`src/hw/rtl/irlm_pkg.sv`:
```
// Shared types and constants for the idle-ratio load monitor.
// Holds the command and state encodings and the default widths.
// No dependencies; every other file refers to it by scoped names.
package irlm_pkg;

  // Default parameter values and fixed field widths
  localparam int unsigned COUNTER_BITS_DEFAULT  = 32;
  localparam int unsigned FRACTION_BITS_DEFAULT = 16;
  localparam int unsigned CYCLE_W               = 32;
  localparam int unsigned CMD_W                 = 2;
  localparam int unsigned LOAD_OUT_W            = 23;
  localparam int unsigned ALPHA_W               = 16;

  // Integer part of a load in percent: 100 needs seven bits.
  localparam int unsigned PERCENT_INT_W = 7;
  localparam int unsigned PERCENT_FULL  = 100;

  // Alpha after reset is 0.2 in Q0.16.
  localparam logic [ALPHA_W-1:0] ALPHA_RESET = 16'd13107;

  // Commands carried by an input beat
  typedef enum logic [CMD_W-1:0] {
    CMD_IDLE_ENTER = 2'd0,
    CMD_IDLE_EXIT  = 2'd1,
    CMD_SAMPLE     = 2'd2,
    CMD_CLEAR      = 2'd3
  } cmd_t;

  // Top-level control states
  typedef enum logic {
    TOP_READY,
    TOP_WAIT
  } top_state_t;

  // Serial load and average unit states
  typedef enum logic [2:0] {
    EMA_IDLE,
    EMA_PREP,
    EMA_SCALE,
    EMA_RUN,
    EMA_SUM
  } ema_state_t;

  // Status returned by the serial unit
  typedef struct packed {
    logic busy;
    logic done;
  } ema_sts_t;

endpackage

```
`src/hw/rtl/irlm_in_if.sv`:
```
// Input channel of the idle-ratio load monitor: command and counter sample.
// Depends on irlm_pkg for the field widths.
interface irlm_in_if;
  logic                          valid;
  logic                          ready;
  logic [irlm_pkg::CMD_W-1:0]    command;
  logic [irlm_pkg::CYCLE_W-1:0]  cycle_count;

  modport source (output valid, output command, output cycle_count, input ready);
  modport sink   (input valid, input command, input cycle_count, output ready);
endinterface

```
`src/hw/rtl/irlm_out_if.sv`:
```
// Result channel of the idle-ratio load monitor: smoothed load and flag.
// Depends on irlm_pkg for the field widths.
interface irlm_out_if;
  logic                            valid;
  logic                            ready;
  logic [irlm_pkg::LOAD_OUT_W-1:0] smoothed_load;
  logic                            load_valid;

  modport source (output valid, output smoothed_load, output load_valid, input ready);
  modport sink   (input valid, input smoothed_load, input load_valid, output ready);
endinterface

```
`src/hw/rtl/irlm_ema_unit.sv`:
```
// Bit-serial load computation and moving-average update.
// A restoring divider yields the load one quotient bit per cycle, which feeds
// a serial alpha multiply; the old average is weighted by a second one.
// Depends on irlm_pkg.
module irlm_ema_unit #(
  parameter int unsigned COUNTER_BITS  = irlm_pkg::COUNTER_BITS_DEFAULT,
  parameter int unsigned FRACTION_BITS = irlm_pkg::FRACTION_BITS_DEFAULT
) (
  input  logic                                             clk,
  input  logic                                             rst_n,
  input  logic                                             start,
  input  logic [COUNTER_BITS-1:0]                          span_cycles,
  input  logic [COUNTER_BITS-1:0]                          idle_cycles,
  input  logic [irlm_pkg::ALPHA_W-1:0]                     alpha,
  input  logic [irlm_pkg::PERCENT_INT_W+FRACTION_BITS-1:0] old_avg,
  output irlm_pkg::ema_sts_t                               sts,
  output logic [irlm_pkg::PERCENT_INT_W+FRACTION_BITS-1:0] new_avg
);

  localparam int unsigned CB      = COUNTER_BITS;
  localparam int unsigned AW      = irlm_pkg::ALPHA_W;
  localparam int unsigned PIW     = irlm_pkg::PERCENT_INT_W;
  localparam int unsigned LW      = PIW + FRACTION_BITS;
  localparam int unsigned STEPS   = (LW > AW) ? LW : AW;
  localparam int unsigned CNT_W   = $clog2(STEPS + 1);
  localparam int unsigned PW      = LW + AW;
  localparam int unsigned SW      = CB + PIW;
  localparam int unsigned SUM_W   = LW + 1;

  irlm_pkg::ema_state_t state_r, state_nxt;
  logic [CB-1:0]    total_r, total_nxt;
  logic [CB-1:0]    idle_r, idle_nxt;
  logic [CB-1:0]    busy_r, busy_nxt;
  logic             zero_r, zero_nxt;
  logic [CB-1:0]    rem_r, rem_nxt;
  logic [LW-1:0]    num_sh_r, num_sh_nxt;
  logic [PW-1:0]    acc_a_r, acc_a_nxt;
  logic [PW-1:0]    acc_b_r, acc_b_nxt;
  logic [AW-1:0]    alpha_r, alpha_nxt;
  logic [AW-1:0]    alpha_sh_r, alpha_sh_nxt;
  logic [LW-1:0]    old_r, old_nxt;
  logic [CNT_W-1:0] cnt_r, cnt_nxt;

  logic [CB:0]      diff;
  logic [SW-1:0]    scaled;
  logic [CB:0]      trial;
  logic [CB:0]      trial_sub;
  logic             ge;
  logic             qbit;
  logic [PW-1:0]    acc_a_step;
  logic [PW-1:0]    acc_b_step;
  logic [PW-1:0]    keep;
  logic [SUM_W-1:0] sum;

  // Busy cycles and the zero-load test share one subtractor.
  assign diff = {1'b0, total_r} - {1'b0, idle_r};

  // busy * 100 as shifted adds: 64 + 32 + 4.
  assign scaled = (SW'(busy_r) << 6) + (SW'(busy_r) << 5) + (SW'(busy_r) << 2);

  // One restoring division step; the numerator enters MSB first.
  assign trial     = {rem_r, num_sh_r[LW-1]};
  assign ge        = (trial >= {1'b0, total_r});
  assign trial_sub = trial - {1'b0, total_r};
  assign qbit      = ge && !zero_r;

  // Quotient bits drive the alpha product MSB first; alpha bits drive the
  // product with the old average.
  assign acc_a_step = {acc_a_r[PW-2:0], 1'b0} + (qbit ? PW'(alpha_r) : '0);
  assign acc_b_step = {acc_b_r[PW-2:0], 1'b0} + (alpha_sh_r[AW-1] ? PW'(old_r) : '0);

  // (2^16 - alpha) * old, each product truncated on its own.
  assign keep    = {old_r, {AW{1'b0}}} - acc_b_r;
  assign sum     = SUM_W'(acc_a_r[PW-1:AW]) + SUM_W'(keep[PW-1:AW]);
  assign new_avg = sum[LW-1:0];

  assign sts.busy = (state_r != irlm_pkg::EMA_IDLE);
  assign sts.done = (state_r == irlm_pkg::EMA_SUM);

  // Sequencer and datapath next values
  always_comb begin
    state_nxt    = state_r;
    total_nxt    = total_r;
    idle_nxt     = idle_r;
    busy_nxt     = busy_r;
    zero_nxt     = zero_r;
    rem_nxt      = rem_r;
    num_sh_nxt   = num_sh_r;
    acc_a_nxt    = acc_a_r;
    acc_b_nxt    = acc_b_r;
    alpha_nxt    = alpha_r;
    alpha_sh_nxt = alpha_sh_r;
    old_nxt      = old_r;
    cnt_nxt      = cnt_r;
    unique case (state_r)
      irlm_pkg::EMA_IDLE: begin
        if (start) begin
          total_nxt = span_cycles;
          idle_nxt  = idle_cycles;
          alpha_nxt = alpha;
          old_nxt   = old_avg;
          state_nxt = irlm_pkg::EMA_PREP;
        end
      end
      irlm_pkg::EMA_PREP: begin
        // Load is zero for an empty interval or when idle covers it all.
        busy_nxt  = diff[CB-1:0];
        zero_nxt  = diff[CB] || (diff[CB-1:0] == '0);
        state_nxt = irlm_pkg::EMA_SCALE;
      end
      irlm_pkg::EMA_SCALE: begin
        // The top bits of busy*100 are already below the total, so they
        // seed the remainder and only the low bits remain to shift in.
        rem_nxt      = scaled[SW-1:PIW];
        num_sh_nxt   = {scaled[PIW-1:0], {FRACTION_BITS{1'b0}}};
        acc_a_nxt    = '0;
        acc_b_nxt    = '0;
        alpha_sh_nxt = alpha_r;
        cnt_nxt      = '0;
        state_nxt    = irlm_pkg::EMA_RUN;
      end
      irlm_pkg::EMA_RUN: begin
        if (cnt_r < CNT_W'(LW)) begin
          rem_nxt    = ge ? trial_sub[CB-1:0] : trial[CB-1:0];
          num_sh_nxt = {num_sh_r[LW-2:0], 1'b0};
          acc_a_nxt  = acc_a_step;
        end
        if (cnt_r < CNT_W'(AW)) begin
          acc_b_nxt    = acc_b_step;
          alpha_sh_nxt = {alpha_sh_r[AW-2:0], 1'b0};
        end
        cnt_nxt = cnt_r + CNT_W'(1);
        if (cnt_r == CNT_W'(STEPS - 1)) begin
          state_nxt = irlm_pkg::EMA_SUM;
        end
      end
      irlm_pkg::EMA_SUM: begin
        state_nxt = irlm_pkg::EMA_IDLE;
      end
      default: begin
        state_nxt = irlm_pkg::EMA_IDLE;
      end
    endcase
  end

  // Control registers
  always_ff @(posedge clk) begin
    if (!rst_n) begin
      state_r <= irlm_pkg::EMA_IDLE;
      cnt_r   <= '0;
    end else begin
      state_r <= state_nxt;
      cnt_r   <= cnt_nxt;
    end
  end

  // Datapath registers
  always_ff @(posedge clk) begin
    total_r    <= total_nxt;
    idle_r     <= idle_nxt;
    busy_r     <= busy_nxt;
    zero_r     <= zero_nxt;
    rem_r      <= rem_nxt;
    num_sh_r   <= num_sh_nxt;
    acc_a_r    <= acc_a_nxt;
    acc_b_r    <= acc_b_nxt;
    alpha_r    <= alpha_nxt;
    alpha_sh_r <= alpha_sh_nxt;
    old_r      <= old_nxt;
  end

endmodule

```
`src/hw/rtl/idle_ratio_load_monitor_core.sv`:
```
// Top level of the idle-ratio load monitor: handshakes, idle accounting,
// baseline tracking and the result register.
// Depends on irlm_pkg, irlm_in_if, irlm_out_if and irlm_ema_unit.
//
//   Channel  Direction  Contents                          Handshake
//   in_ch    sink       command, cycle_count              valid/ready
//   out_ch   source     smoothed_load, load_valid         valid/ready
//   cfg_*    input      ema_alpha (16 bits)               write enable, no stall
//
// Idle enter, idle exit, clear and the first sample are answered from TOP_READY.
// A sample after the baseline runs the serial unit in irlm_ema_unit through
// EMA_PREP, EMA_SCALE, EMA_RUN and EMA_SUM; the result is registered when the
// unit reports done; no new beat is taken until the top is back in TOP_READY
// with the result slot free, so one sample finishes before the next is taken.
// One beat in, one beat out; a result the sink has not taken blocks a new beat.
// Synchronous active-low reset: alpha returns to 0.2, other control state to zero.
module idle_ratio_load_monitor_core #(
  parameter int unsigned COUNTER_BITS  = irlm_pkg::COUNTER_BITS_DEFAULT,
  parameter int unsigned FRACTION_BITS = irlm_pkg::FRACTION_BITS_DEFAULT
) (
  input  logic                          clk,
  input  logic                          rst_n,
  input  logic                          cfg_we,
  input  logic [irlm_pkg::ALPHA_W-1:0]  cfg_wdata,
  irlm_in_if.sink                       in_ch,
  irlm_out_if.source                    out_ch
);

  localparam int unsigned CB    = COUNTER_BITS;
  localparam int unsigned LW    = irlm_pkg::PERCENT_INT_W + FRACTION_BITS;
  localparam int unsigned OUT_W = irlm_pkg::LOAD_OUT_W;
  localparam logic [LW-1:0] LOAD_FULL = LW'(irlm_pkg::PERCENT_FULL) << FRACTION_BITS;

  irlm_pkg::top_state_t state_r, state_nxt;
  logic [irlm_pkg::ALPHA_W-1:0] alpha_r, alpha_nxt;
  logic [CB-1:0]    idle_acc_r, idle_acc_nxt;
  logic [CB-1:0]    entry_r, entry_nxt;
  logic             in_idle_r, in_idle_nxt;
  logic [CB-1:0]    prev_total_r, prev_total_nxt;
  logic [CB-1:0]    prev_idle_r, prev_idle_nxt;
  logic [LW-1:0]    avg_r, avg_nxt;
  logic             base_r, base_nxt;
  logic             out_valid_r, out_valid_nxt;
  logic [OUT_W-1:0] out_load_r, out_load_nxt;
  logic             out_lv_r, out_lv_nxt;

  irlm_pkg::cmd_t     cmd;
  irlm_pkg::ema_sts_t ema_sts;
  logic [CB-1:0]      now;
  logic               accept;
  logic               out_free;
  logic               ema_start;
  logic [CB-1:0]      span_cycles;
  logic [CB-1:0]      idle_cycles;
  logic [LW-1:0]      ema_avg;

  assign cmd      = irlm_pkg::cmd_t'(in_ch.command);
  assign now      = CB'(in_ch.cycle_count);
  assign out_free = !out_valid_r || out_ch.ready;
  assign accept   = in_ch.valid && in_ch.ready;

  assign in_ch.ready          = (state_r == irlm_pkg::TOP_READY) && out_free;
  assign out_ch.valid         = out_valid_r;
  assign out_ch.smoothed_load = out_load_r;
  assign out_ch.load_valid    = out_lv_r;

  // Elapsed counts since the previous sample, both wrapping.
  assign span_cycles = now - prev_total_r;
  assign idle_cycles = idle_acc_r - prev_idle_r;

  irlm_ema_unit #(
    .COUNTER_BITS  (COUNTER_BITS),
    .FRACTION_BITS (FRACTION_BITS)
  ) u_ema (
    .clk         (clk),
    .rst_n       (rst_n),
    .start       (ema_start),
    .span_cycles (span_cycles),
    .idle_cycles (idle_cycles),
    .alpha       (alpha_r),
    .old_avg     (avg_r),
    .sts         (ema_sts),
    .new_avg     (ema_avg)
  );

  // Command handling, result register and control state
  always_comb begin
    state_nxt      = state_r;
    alpha_nxt      = alpha_r;
    idle_acc_nxt   = idle_acc_r;
    entry_nxt      = entry_r;
    in_idle_nxt    = in_idle_r;
    prev_total_nxt = prev_total_r;
    prev_idle_nxt  = prev_idle_r;
    avg_nxt        = avg_r;
    base_nxt       = base_r;
    out_valid_nxt  = out_valid_r && !out_ch.ready;
    out_load_nxt   = out_load_r;
    out_lv_nxt     = out_lv_r;
    ema_start      = 1'b0;

    if (cfg_we) begin
      alpha_nxt = cfg_wdata;
    end

    unique case (state_r)
      irlm_pkg::TOP_READY: begin
        if (accept) begin
          unique case (cmd)
            irlm_pkg::CMD_IDLE_ENTER: begin
              // A second enter keeps the first entry time.
              if (!in_idle_r) begin
                entry_nxt   = now;
                in_idle_nxt = 1'b1;
              end
            end
            irlm_pkg::CMD_IDLE_EXIT: begin
              if (in_idle_r) begin
                idle_acc_nxt = idle_acc_r + (now - entry_r);
                in_idle_nxt  = 1'b0;
              end
            end
            irlm_pkg::CMD_SAMPLE: begin
              prev_total_nxt = now;
              prev_idle_nxt  = idle_acc_r;
              if (base_r) begin
                ema_start = 1'b1;
                state_nxt = irlm_pkg::TOP_WAIT;
              end else begin
                avg_nxt  = '0;
                base_nxt = 1'b1;
              end
            end
            irlm_pkg::CMD_CLEAR: begin
              idle_acc_nxt   = '0;
              avg_nxt        = '0;
              prev_total_nxt = '0;
              prev_idle_nxt  = '0;
              base_nxt       = 1'b0;
            end
            default: begin
            end
          endcase
          // Every beat except a full sample answers at once.
          if (!ema_start) begin
            out_valid_nxt = 1'b1;
            out_load_nxt  = base_nxt ? OUT_W'(avg_nxt) : '0;
            out_lv_nxt    = base_nxt;
          end
        end
      end
      irlm_pkg::TOP_WAIT: begin
        if (ema_sts.done) begin
          avg_nxt       = ema_avg;
          out_valid_nxt = 1'b1;
          out_load_nxt  = OUT_W'(ema_avg);
          out_lv_nxt    = 1'b1;
          state_nxt     = irlm_pkg::TOP_READY;
        end
      end
      default: begin
        state_nxt = irlm_pkg::TOP_READY;
      end
    endcase
  end

  // Control and monitor state
  always_ff @(posedge clk) begin
    if (!rst_n) begin
      state_r      <= irlm_pkg::TOP_READY;
      alpha_r      <= irlm_pkg::ALPHA_RESET;
      idle_acc_r   <= '0;
      entry_r      <= '0;
      in_idle_r    <= 1'b0;
      prev_total_r <= '0;
      prev_idle_r  <= '0;
      avg_r        <= '0;
      base_r       <= 1'b0;
      out_valid_r  <= 1'b0;
    end else begin
      state_r      <= state_nxt;
      alpha_r      <= alpha_nxt;
      idle_acc_r   <= idle_acc_nxt;
      entry_r      <= entry_nxt;
      in_idle_r    <= in_idle_nxt;
      prev_total_r <= prev_total_nxt;
      prev_idle_r  <= prev_idle_nxt;
      avg_r        <= avg_nxt;
      base_r       <= base_nxt;
      out_valid_r  <= out_valid_nxt;
    end
  end

  // Result payload
  always_ff @(posedge clk) begin
    out_load_r <= out_load_nxt;
    out_lv_r   <= out_lv_nxt;
  end

  // The serial unit only reports a result while the top waits for one.
  a_done_only_waiting: assert property (@(posedge clk) disable iff (!rst_n)
    ema_sts.done |-> (state_r == irlm_pkg::TOP_WAIT))
    else $error("serial unit finished while no sample was pending");

  // The result slot is empty whenever a sample is in flight.
  a_slot_free_waiting: assert property (@(posedge clk) disable iff (!rst_n)
    (state_r == irlm_pkg::TOP_WAIT) |-> (!out_valid_r && ema_sts.busy))
    else $error("result slot occupied or unit idle during a sample");

  // The average never exceeds full load.
  a_avg_bound: assert property (@(posedge clk) disable iff (!rst_n)
    avg_r <= LOAD_FULL)
    else $error("average above 100 percent");

  // A result without a baseline carries a zero load.
  a_unflagged_zero: assert property (@(posedge clk) disable iff (!rst_n)
    (out_valid_r && !out_lv_r) |-> (out_load_r == '0))
    else $error("nonzero load before baseline");

  // Leaving idle happens only on an accepted exit beat.
  a_idle_exit: assert property (@(posedge clk) disable iff (!rst_n)
    $fell(in_idle_r) |-> $past(accept && (cmd == irlm_pkg::CMD_IDLE_EXIT)))
    else $error("idle flag dropped without an exit beat");

endmodule
```
`src/flat_wrapper.sv`:
```
// flat-port wrapper written by rule: the top's interface ports become plain ports
module idle_ratio_load_monitor_core_flat 
#(
  parameter int unsigned COUNTER_BITS  = irlm_pkg::COUNTER_BITS_DEFAULT,
  parameter int unsigned FRACTION_BITS = irlm_pkg::FRACTION_BITS_DEFAULT
)
  (clk, rst_n, cfg_we, cfg_wdata, in_ch_valid, in_ch_command, in_ch_cycle_count, in_ch_ready, out_ch_valid, out_ch_smoothed_load, out_ch_load_valid, out_ch_ready);
  irlm_in_if in_ch_i ();
  irlm_out_if out_ch_i ();
  input  logic clk;
  input  logic rst_n;
  input  logic cfg_we;
  input  logic [irlm_pkg::ALPHA_W-1:0] cfg_wdata;
  input wire logic [$bits(in_ch_i.valid)-1:0] in_ch_valid;
  input wire logic [$bits(in_ch_i.command)-1:0] in_ch_command;
  input wire logic [$bits(in_ch_i.cycle_count)-1:0] in_ch_cycle_count;
  output wire logic [$bits(in_ch_i.ready)-1:0] in_ch_ready;
  output wire logic [$bits(out_ch_i.valid)-1:0] out_ch_valid;
  output wire logic [$bits(out_ch_i.smoothed_load)-1:0] out_ch_smoothed_load;
  output wire logic [$bits(out_ch_i.load_valid)-1:0] out_ch_load_valid;
  input wire logic [$bits(out_ch_i.ready)-1:0] out_ch_ready;
  assign in_ch_i.valid = in_ch_valid;
  assign in_ch_i.command = in_ch_command;
  assign in_ch_i.cycle_count = in_ch_cycle_count;
  assign in_ch_ready = in_ch_i.ready;
  assign out_ch_valid = out_ch_i.valid;
  assign out_ch_smoothed_load = out_ch_i.smoothed_load;
  assign out_ch_load_valid = out_ch_i.load_valid;
  assign out_ch_i.ready = out_ch_ready;
  idle_ratio_load_monitor_core #(.COUNTER_BITS(COUNTER_BITS), .FRACTION_BITS(FRACTION_BITS)) u_core (.clk(clk), .rst_n(rst_n), .cfg_we(cfg_we), .cfg_wdata(cfg_wdata), .in_ch(in_ch_i), .out_ch(out_ch_i));
endmodule
```
`config.mk`:
```
export PLATFORM = sky130hd
export DESIGN_NAME = idle_ratio_load_monitor_core_flat
export DESIGN_NICKNAME = d
export VERILOG_FILES = /design/src/hw/rtl/irlm_pkg.sv /design/src/hw/rtl/irlm_in_if.sv /design/src/hw/rtl/irlm_out_if.sv /design/src/hw/rtl/irlm_ema_unit.sv /design/src/hw/rtl/idle_ratio_load_monitor_core.sv /design/src/flat_wrapper.sv
export SDC_FILE = /design/constraint.sdc
export NUM_CORES = 1
export LEC_CHECK = 0
export BUFFER_PORTS_ARGS = -buffer_cell sky130_fd_sc_hd__buf_2
export CORE_MARGIN = 2
export CORE_UTILIZATION = 55
export CTS_CLUSTER_DIAMETER = 80
export DETAILED_ROUTE_END_ITERATION = 8
export PLACE_DENSITY = 0.82
export SLEW_MARGIN = 20
export SYNTH_ARGS = -nofsm -noshare
export SYNTH_HDL_FRONTEND = slang
export SYNTH_SLANG_ARGS = --single-unit
```
`constraint.sdc`:
```
create_clock -name clk -period 24.5 [get_ports clk]
set_input_delay 3.675 -clock clk [delete_from_list [all_inputs] [get_ports clk]]
set_output_delay 3.675 -clock clk [all_outputs]
set_load 0.02 [all_outputs]
```
==> results.cfg, run 1 <==
[logic_synthesis]
synth_nets = 3983
synth_area_per_cell_sq_um = 9.14
synth_area_leader_cell = edfxtp_1
ys_types = 90
ys_warn_count = 0
yosysMostFrequentCell = inv_1
synth.area.top_cells = edfxtp_1 (27%), dfxtp_1 (11%), ha_1 (11%), a21oi_1 (4.6%), xnor2_1 (4.1%)
synth_top_area_share = 0.267
synthFlopType = edfxtp_1
synthArstFlopShare = 0
synth_edf_count = 291
synth_common_cells = inv_1 (349), nand2_1 (306), a21oi_1 (300)
seq_area_frac_synth = 0.376
ys_ff_latch = 470
synthCells = 3584
synth_area_sq_um = 32800

[routing]
via_per_inst = 5.85
wl_per_cell_um = 16.8
drtIter0Drc = 2086
ant_nets = 0
dr.pass1.iters = 6
drc_errors = 0
vias = 25981
drt-total-wl_um = 74500

[final_layout]
fin_util = 0.607
nFillCells = 4828
nets = 4023
largest_registers = u_core.u_ema.acc_a_r (39), u_core.u_ema.acc_b_r (39)
drive_above_1_share = 0.0608
synthToLayoutAreaGrowth_pct = 9.21

[power_and_ir_drop]
peakVddDrop_mv = 0.0657
p_leak_nw = 14.6
combPwrFrac = 0.228
intPower_mw = 1.63
seq_power_share = 0.401
switching_share = 0.292
clkPwrFrac = 0.371
p_per_area_nw_per_um2 = 64.5
p_switching_mw = 0.673

[clocking]
ctsResizeCount = 0
clk_path_buf_depth = 3
cts_hold_buf = 0
cts_buffers = 53
cts.clk_slew.worst_paths_ns = 0.05
root_buffer = clkbuf_16
clkLatencyLatePin_ns = 0.62
htree_levels = 2
post_cts_buffers = 0
numClockSinks = 470
cts_tree = yes

[grt]
grt_remaining_overflow = 0
grt_pass1_vias = 24599
track_usage = 0.241
grt_pass1_wl_um = 121000
grt_max_degree = 95
antenna_found_initial = 2

[placed_design]
gp_congestion = 0.932
io_buffers = 80
dpl.hpwl_um = 55000

[timing]
period_needed_ns = 7.84
rsz0062_at_grt = false
fin_crit_sh = 0.320
slew_viol_final = 0
timing.fmax_mhz = 128
finalSetupViolations = 0
tns_ns = 0
max_slew.worst_pin.slew_ns = 1.01
slew-limit-headroom = 0.324
finClkSkew_ns = 0.0133
finalHoldViolations = 0

[floorplanning]
die_w_um = 248
core_region_area_sq_um = 58900
ios = 81
die_h_um = 248
initial_utilization = 0.556
rows = 89
dieArea_sq_um = 61500

[min_path]
min_from = u_core.alpha_r[13]
hp-class = flip-flop to flip-flop

[worst_setup_path]
critPathKind = input pin to output pin
startpoint_type = input pin
required_ns = 20.82
worstPathMaxFanout = 3
cp.arrival_ns = 4.16
worstSetupStartpoint = out_ch_ready
end_kind = output pin
r2r-start = u_core.u_ema.total_r[1]

[run]
cap_violations = 0

[status]
outcome = finished, final reports clean
## cells in the final DEF (no fill, tap or decap), types with 42 or more instances in the layout
master / netlist / routed
nor2b_1: 138 / 138
clkbuf_16: 0 / 54
xor2_1: 79 / 79
a21oi_1: 300 / 299
inv_1: 349 / 349
nand2_1: 306 / 305
o21a_1: 51 / 51
ha_1: 277 / 277
nor2_1: 235 / 234
nand2b_1: 42 / 42
nor3_1: 122 / 121
o21ai_1: 48 / 48
edfxtp_1: 291 / 291
dfxtp_1: 179 / 179
and2_1: 71 / 71
fa_1: 67 / 67
nand3_1: 51 / 51
o21ai_0: 110 / 110
a21o_1: 97 / 96
buf_2: 6 / 79
xnor2_1: 154 / 154
## layer usage
layer	wire length, um	track usage	vias up
li1	-	-	12787
met1	34700	0.341	12244
met2	32700	0.384	812
met3	4930	0.0326	138
met4	2080	0.0759	0
met5	0	0	-
## cells by family (layout without fill, tap and decap cells)
| group | after synthesis | after routing | share of synthesized area |
|---|---|---|---|
| muxes | 25 | 25 | 0.00767 |
| adders and majority gates | 344 | 344 | 0.147 |
| other | 0 | 2 | 0 |
| and+or+nand+nor | 1114 | 1114 | 0.167 |
| buffers and inverters | 463 | 547 | 0.0535 |
| DFF | 470 | 470 | 0.376 |
| xor gates and xnor gates | 233 | 233 | 0.0623 |
| AOI/OAI and AO/OA | 935 | 935 | 0.187 |
## power by group through the flow
stage / Sequential [mW] / Clock, mW / Combinational (mW)
after floorplan: 0.933 / 0 / 0.408
after global placement: 0.938 / 0 / 0.504
after detailed placement: 0.939 / 0 / 0.517
after CTS: 0.923 / 0.868 / 0.521
after global routing: 0.928 / 0.898 / 0.587
final: 0.924 / 0.856 / 0.526
## final timing paths
check,slack [ns],endpoint,depth (start not counted)
worst min register to register,0.43,u_core.u_ema.alpha_r[13],0
worst max register to register,17.55,u_core.u_ema.acc_a_r[33],27
worst min-delay path,0.43,u_core.u_ema.alpha_r[13],0
worst max-delay path,16.66,in_ch_ready,4
## through the flow
stage	cells	area [sq um]	hold slack [ns]	worst slack (ns)	total power [mW]
floorplan	3584	32800	0.408	9.55	1.34
global placement	4342	33900	0.409	16.68	1.44
detailed placement	4342	33900	0.417	16.66	1.46
CTS	4441	35800	0.434	16.66	2.31
global route	4443	35800	0.442	16.60	2.41
finish	4443	35800	0.432	16.66	2.31
## critical path: stages
cell and delay (ns):
buf_2 0.10, nor2b_1 0.15, nor2_1 0.08, buf_2 0.16
## cell type report
type                       count  area (sq um)  share of cell area
timing repair buffer          99           546              0.0152
multi-input combinational   2651         18800               0.524
tap                          773           967              0.0270
inverter                     349          1310              0.0366
antenna                        2          5.00            0.000140
sequential                   470         12300               0.344
clock inverter                26           388              0.0108
clock buffer                  73          1490              0.0417
No activity file was read; power rests on OpenSTA's default activity.
==> run 2: changes to the inputs <==
==> constraint.sdc (replaced) <==
create_clock -name clk -period 7.67 [get_ports clk]
set_input_delay 1.1505 -clock clk [delete_from_list [all_inputs] [get_ports clk]]
set_output_delay 1.1505 -clock clk [all_outputs]
set_load 0.02 [all_outputs]
==> results.cfg, run 2 (same netlist as run 1, synthesis figures left out) <==
[timing]
whs_ns = 0.432
fin_crit_sh = 0.836
max_slew.worst_pin.slew_ns = 1.07
slew_viol_final = 0
finClkSkew_ns = 0.0365
finalSetupViolations = 0
timing.fmax_mhz = 156
rsz0062_at_grt = false
finalHoldViolations = 0
tns_ns = 0
period_needed_ns = 6.41
slew-limit-headroom = 0.289

[floorplanning]
rows = 89
ios = 81
dieArea_sq_um = 61500
die_h_um = 248
initial_utilization = 0.556
die_w_um = 248
core_region_area_sq_um = 58900

[power_and_ir_drop]
peakVddDrop_mv = 0.196
switching_share = 0.306
intPower_mw = 5.04
combPwrFrac = 0.237
p_leak_nw = 14.5
p_per_area_nw_per_um2 = 203
seq_power_share = 0.406
p_switching_mw = 2.22
clkPwrFrac = 0.356

[clocking]
cts_tree = yes
cts.clk_slew.worst_paths_ns = 0.07
clkLatencyLatePin_ns = 0.62
ctsResizeCount = 0
htree_levels = 2
post_cts_buffers = 0
root_buffer = clkbuf_16
numClockSinks = 470
cts_hold_buf = 0
clk_path_buf_depth = 3
cts_buffers = 53

[final_layout]
synthToLayoutAreaGrowth_pct = 8.93
final_cell_mix = inv_1 (349), nand2_1 (305), a21oi_1 (299), edfxtp_1 (291), ha_1 (277)
nets = 4022
fin_util = 0.606
final_common_cell = inv_1
drive_above_1_share = 0.0622
largest_registers = u_core.u_ema.acc_a_r (39), u_core.u_ema.acc_b_r (39)

[routing]
ant_nets = 0
drc_errors = 0
vias = 26146
via_per_inst = 5.89
drtIter0Drc = 2214
wl_per_cell_um = 17.4
dr.pass1.iters = 6
drt-total-wl_um = 77300

[worst_setup_path]
end_kind = flip-flop
crit_buf_inv = 3
cp.arrival_ns = 6.88
crit-reg2reg-capture = u_core.u_ema.acc_a_r[33]
cp_slowest_cell = nor2_1
required_ns = 8.14
startpoint_type = flip-flop
rrSetupSlack_ns = 1.26
cpMostUsedCell = o21ai_1
critPathMaxStageDelay_ns = 0.71
worstPathMaxFanout = 19
reg2reg_depth = 26
r2r-start = u_core.u_ema.total_r[12]
critPathKind = flip-flop to flip-flop
crit_family = simple AND/OR/NAND/NOR gates

[min_path]
holdPathStages = 0
min_to = u_core.u_ema.alpha_r[10]
hp-class = flip-flop to flip-flop
min_from = u_core.alpha_r[10]

[grt]
grt_remaining_overflow = 0
grt_max_degree = 113
antenna_found_initial = 3
grt_pass1_wl_um = 125000
grt_pass1_vias = 24658
track_usage = 0.249

[placed_design]
dpl.hpwl_um = 56700
io_buffers = 80
gp_congestion = 0.955

[run]
cap_violations = 0

[status]
outcome = finished, final reports clean
[run 2: changes by cell type in the layout (fill, tap and decap cells not counted)]
cell | previous run | this run
clkbuf_1 | 12 | 7
clkbuf_2 | 0 | 1
buf_4 | 20 | 19
clkinv_2 | 7 | 10
bufinv_16 | 9 | 1
nor4_4 | 0 | 1
clkinv_4 | 0 | 6
nor4_2 | 1 | 0
clkinv_1 | 4 | 2
clkbuf_16 | 54 | 58
[run 2: worst max path at each step]
stage / from / endpoint / slack, ns / depth (start not counted)
after floorplan: u_core.u_ema.state_r[2] / u_core.u_ema.acc_a_r[0] / 2.03 / 5
after CTS: u_core.u_ema.rem_r[11] / u_core.u_ema.acc_a_r[37] / 1.33 / 25
after detailed placement: u_core.u_ema.total_r[12] / u_core.u_ema.acc_a_r[37] / 1.33 / 26
after global routing: u_core.u_ema.total_r[12] / u_core.u_ema.acc_a_r[33] / 0.71 / 26
final: u_core.u_ema.total_r[12] / u_core.u_ema.acc_a_r[33] / 1.26 / 26
after global placement: u_core.u_ema.total_r[12] / u_core.u_ema.acc_a_r[37] / 1.52 / 26
[run 2: area by class of cell]
type | instances | area (sq um)
clock inverter | 25 | 208
clock buffer | 73 | 1580
timing repair buffer | 98 | 538
antenna | 2 | 5.00
fill | 4794 | 23200
tap | 773 | 967
multi-input combinational | 2651 | 18800
inverter | 349 | 1310
sequential | 470 | 12300
[run 2: per-layer routing]
| layer | global-route usage | part of all wire | vias to the layer above |
|---|---|---|---|
| met1 | 0.360 | 0.46 | 12358 |
| met3 | 0.0338 | 0.074 | 131 |
| met2 | 0.389 | 0.44 | 857 |
| li1 | - | - | 12798 |
| met4 | 0.0745 | 0.026 | 2 |
| met5 | 0 | 0.00016 | - |
[run 2: worst reg2reg max path, cell delays in order (launching register included)]
cell and delay [ns]:
edfxtp_1 0.36, inv_1 0.07, ha_1 0.44, nand4_1 0.21, nor3_1 0.23, o31ai_1 0.13
nand4_1 0.21, a31oi_1 0.18, nor4b_1 0.63, o31ai_4 0.13, nor2_1 0.71, and2_1 0.24
ha_1 0.17, inv_1 0.06, fa_1 0.37, nor2b_1 0.16, o21a_1 0.15, o21ai_1 0.11
a21oi_1 0.20, o21ai_1 0.09, a21boi_1 0.21, o21ai_1 0.10, nand2_1 0.10, a41oi_1 0.13
buf_4 0.24, or4_1 0.49, a21oi_1 0.15
[run 2: power by group through the flow]
stage	Combinational [mW]	Clock, mW	Sequential, mW
final	1.72	2.59	2.95
after global routing	1.91	2.71	2.96
after CTS	1.70	2.62	2.95
after detailed placement	1.68	0	3.00
after global placement	1.64	0	3.00
after floorplan	1.30	0	2.98
[run 2: metrics by stage]
step                power (mW)  std cells  area, sq um  setup WS, ns
floorplan                 4.28       3584        32800          2.03
global placement          4.64       4341        33900          1.52
detailed placement        4.68       4341        33900          1.33
CTS                       7.27       4439        35700          1.33
global route              7.58       4441        35700         0.706
finish                    7.26       4441        35700          1.26
==> run 3: changes to the inputs <==
--- a/config.mk
+++ b/config.mk
@@ -10,7 +10,7 @@
 export CORE_UTILIZATION = 55
 export CTS_CLUSTER_DIAMETER = 80
 export DETAILED_ROUTE_END_ITERATION = 8
-export PLACE_DENSITY = 0.82
+export PLACE_DENSITY = 0.84
 export SLEW_MARGIN = 20
 export SYNTH_ARGS = -nofsm -noshare
 export SYNTH_HDL_FRONTEND = slang
==> constraint.sdc (replaced) <==
create_clock -name clk -period 5.85 [get_ports clk]
set_input_delay 0.8775 -clock clk [delete_from_list [all_inputs] [get_ports clk]]
set_output_delay 0.8775 -clock clk [all_outputs]
set_load 0.02 [all_outputs]
==> results.cfg, run 3 (same netlist as run 1, synthesis figures left out) <==
[grt]
grt_max_degree = 116
grt_pass1_vias = 25001
grt_remaining_overflow = 0
track_usage = 0.252
antenna_found_initial = 4
grt_pass1_wl_um = 126000

[power_and_ir_drop]
p_switching_mw = 2.91
switching_share = 0.305
seq_power_share = 0.406
intPower_mw = 6.62
clkPwrFrac = 0.354
peakVddDrop_mv = 0.259
p_per_area_nw_per_um2 = 267
combPwrFrac = 0.240
p_leak_nw = 14.5

[clocking]
cts_buffers = 51
clk_path_buf_depth = 3
clkLatencyLatePin_ns = 0.62
root_buffer = clkbuf_16
htree_levels = 2
cts.clk_slew.worst_paths_ns = 0.06
cts_tree = yes
numClockSinks = 470

[final_layout]
final_cell_mix = inv_1 (349), nand2_1 (305), a21oi_1 (299), edfxtp_1 (291), ha_1 (275)
final_common_cell = inv_1
nFillCells = 4732
n_antenna_cell = 0
largest_registers = u_core.u_ema.acc_a_r (39), u_core.u_ema.acc_b_r (39)
drive_above_1_share = 0.0636
synthToLayoutAreaGrowth_pct = 9.02
nets = 4022

[placed_design]
io_buffers = 80
dp_slack_ns = 0.160
dpl.hpwl_um = 57300
gp_congestion = 0.935

[status]
outcome = finished, final reports clean

[routing]
drtIter0Drc = 2267
drc_errors = 0
dr.pass1.iters = 6
drt-total-wl_um = 78100
ant_nets = 0
wl_per_cell_um = 17.6
vias = 26412
via_per_inst = 5.95

[worst_setup_path]
crit-reg2reg-capture = u_core.u_ema.acc_a_r[31]
critPathKind = flip-flop to flip-flop
worstPathMaxFanout = 19
startpoint_type = flip-flop
required_ns = 6.20
r2r-start = u_core.u_ema.total_r[1]
end_kind = flip-flop
reg2reg_depth = 25
rrSetupSlack_ns = 0.33
cp.arrival_ns = 5.87

[min_path]
min_to = u_core.u_ema.alpha_r[5]
hp-class = flip-flop to flip-flop
min_from = u_core.alpha_r[5]
holdPathStages = 0

[floorplanning]
core_region_area_sq_um = 58900
rows = 89
die_w_um = 248
die_h_um = 248
dieArea_sq_um = 61500
ios = 81
initial_utilization = 0.556

[timing]
timing.fmax_mhz = 181
slew_viol_final = 0
slew-limit-headroom = 0.287
rsz0062_at_grt = false
finalHoldViolations = 0
finClkSkew_ns = 0.0279
period_needed_ns = 5.52
setup_slack_ns = 0.328
finalSetupViolations = 0
fin_crit_sh = 0.944
tns_ns = 0
max_slew.worst_pin.slew_ns = 1.06

[run]
cap_violations = 0
[run 3: changes by cell type in the layout (fill, tap and decap cells not counted), moves of 2 or more]
cell,previous run,this run
clkinv_4,6,0
bufinv_16,1,6
clkbuf_16,58,53
clkbuf_8,7,2
clkinvlp_4,3,6
a31oi_1,23,21
clkinv_1,2,4
clkinvlp_2,0,2
diode_2,2,0
ha_1,277,275
ha_2,0,2
inv_8,0,2
[run 3: worst max-delay path, stage by stage (launching register included)]
cell      delay, ns
edfxtp_1       0.45
inv_1          0.15
ha_1           0.26
nor2b_1        0.15
o31a_1         0.31
o31ai_2        0.27
nand4_1        0.28
a31oi_4        0.28
nor4b_4        0.09
o31ai_4        0.26
nor2_1         0.10
buf_4          0.19
and2_1         0.17
ha_1           0.30
nor2b_1        0.18
o21a_1         0.15
o21ai_1        0.11
a21oi_1        0.20
o21ai_1        0.09
a21boi_1       0.19
o21ai_1        0.09
nand2_1        0.09
a41oi_1        0.13
buf_4          0.24
o311ai_0       0.39
o41ai_1        0.13
[run 3: how the worst max path moves through the flow]
stage	slack [ns]	end	start	cells past startpoint
after detailed placement	0.16	u_core.u_ema.acc_a_r[38]	u_core.u_ema.total_r[1]	25
after global placement	0.29	u_core.u_ema.acc_a_r[38]	u_core.u_ema.total_r[1]	25
after CTS	0.11	u_core.u_ema.acc_a_r[25]	u_core.u_ema.rem_r[11]	25
final	0.33	u_core.u_ema.acc_a_r[31]	u_core.u_ema.total_r[1]	25
after floorplan	0.21	u_core.u_ema.acc_a_r[0]	u_core.u_ema.state_r[2]	5
after global routing	0.005	u_core.out_ch.smoothed_load[19]	u_core.u_ema.acc_b_r[22]	23
[run 3: final cells by class]
type                       instances  area, sq um  area share
tap                              773          967      0.0271
clock inverter                    34          362      0.0101
clock buffer                      62         1380      0.0386
inverter                         349         1310      0.0367
sequential                       470        12300       0.345
multi-input combinational       2651        18800       0.527
timing repair buffer             100          566      0.0158
[run 3: through the flow]
step                       util  power (mW)  hold WS, ns  cells  cell area, sq um
after floorplan               -        5.62        0.408   3584             32800
after global placement    0.576        6.09        0.429   4342             33900
after detailed placement  0.576        6.15        0.417   4342             33900
after CTS                 0.605        9.52        0.447   4438             35700
after global routing      0.606        9.96        0.447   4439             35700
final                     0.606        9.53        0.445   4439             35700
[run 3: power groups by stage]
stage	clock [mW]	combinational [mW]	sequential (mW)
2_1_floorplan	0	1.71	3.91
3_3_place_gp	0	2.16	3.93
3_5_place_dp	0	2.22	3.93
4_1_cts	3.42	2.24	3.86
5_1_grt	3.54	2.53	3.88
6_report	3.38	2.29	3.87
[run 3: repair_timing]
action,CTS,global route
hold buffers,0,0
gates resized for setup,0,10
endpoints found under the setup margin,0,19
setup buffers,0,1
endpoints found under the hold margin,0,0
[run 3: routing by layer]
| layer | GRT usage | up-vias | share of wire |
|---|---|---|---|
| met1 | 0.361 | 12555 | 0.45 |
| met4 | 0.0789 | 2 | 0.026 |
| met2 | 0.396 | 933 | 0.44 |
| met3 | 0.0346 | 132 | 0.079 |
| met5 | 0 | - | 0.00013 |
| li1 | - | 12790 | - |
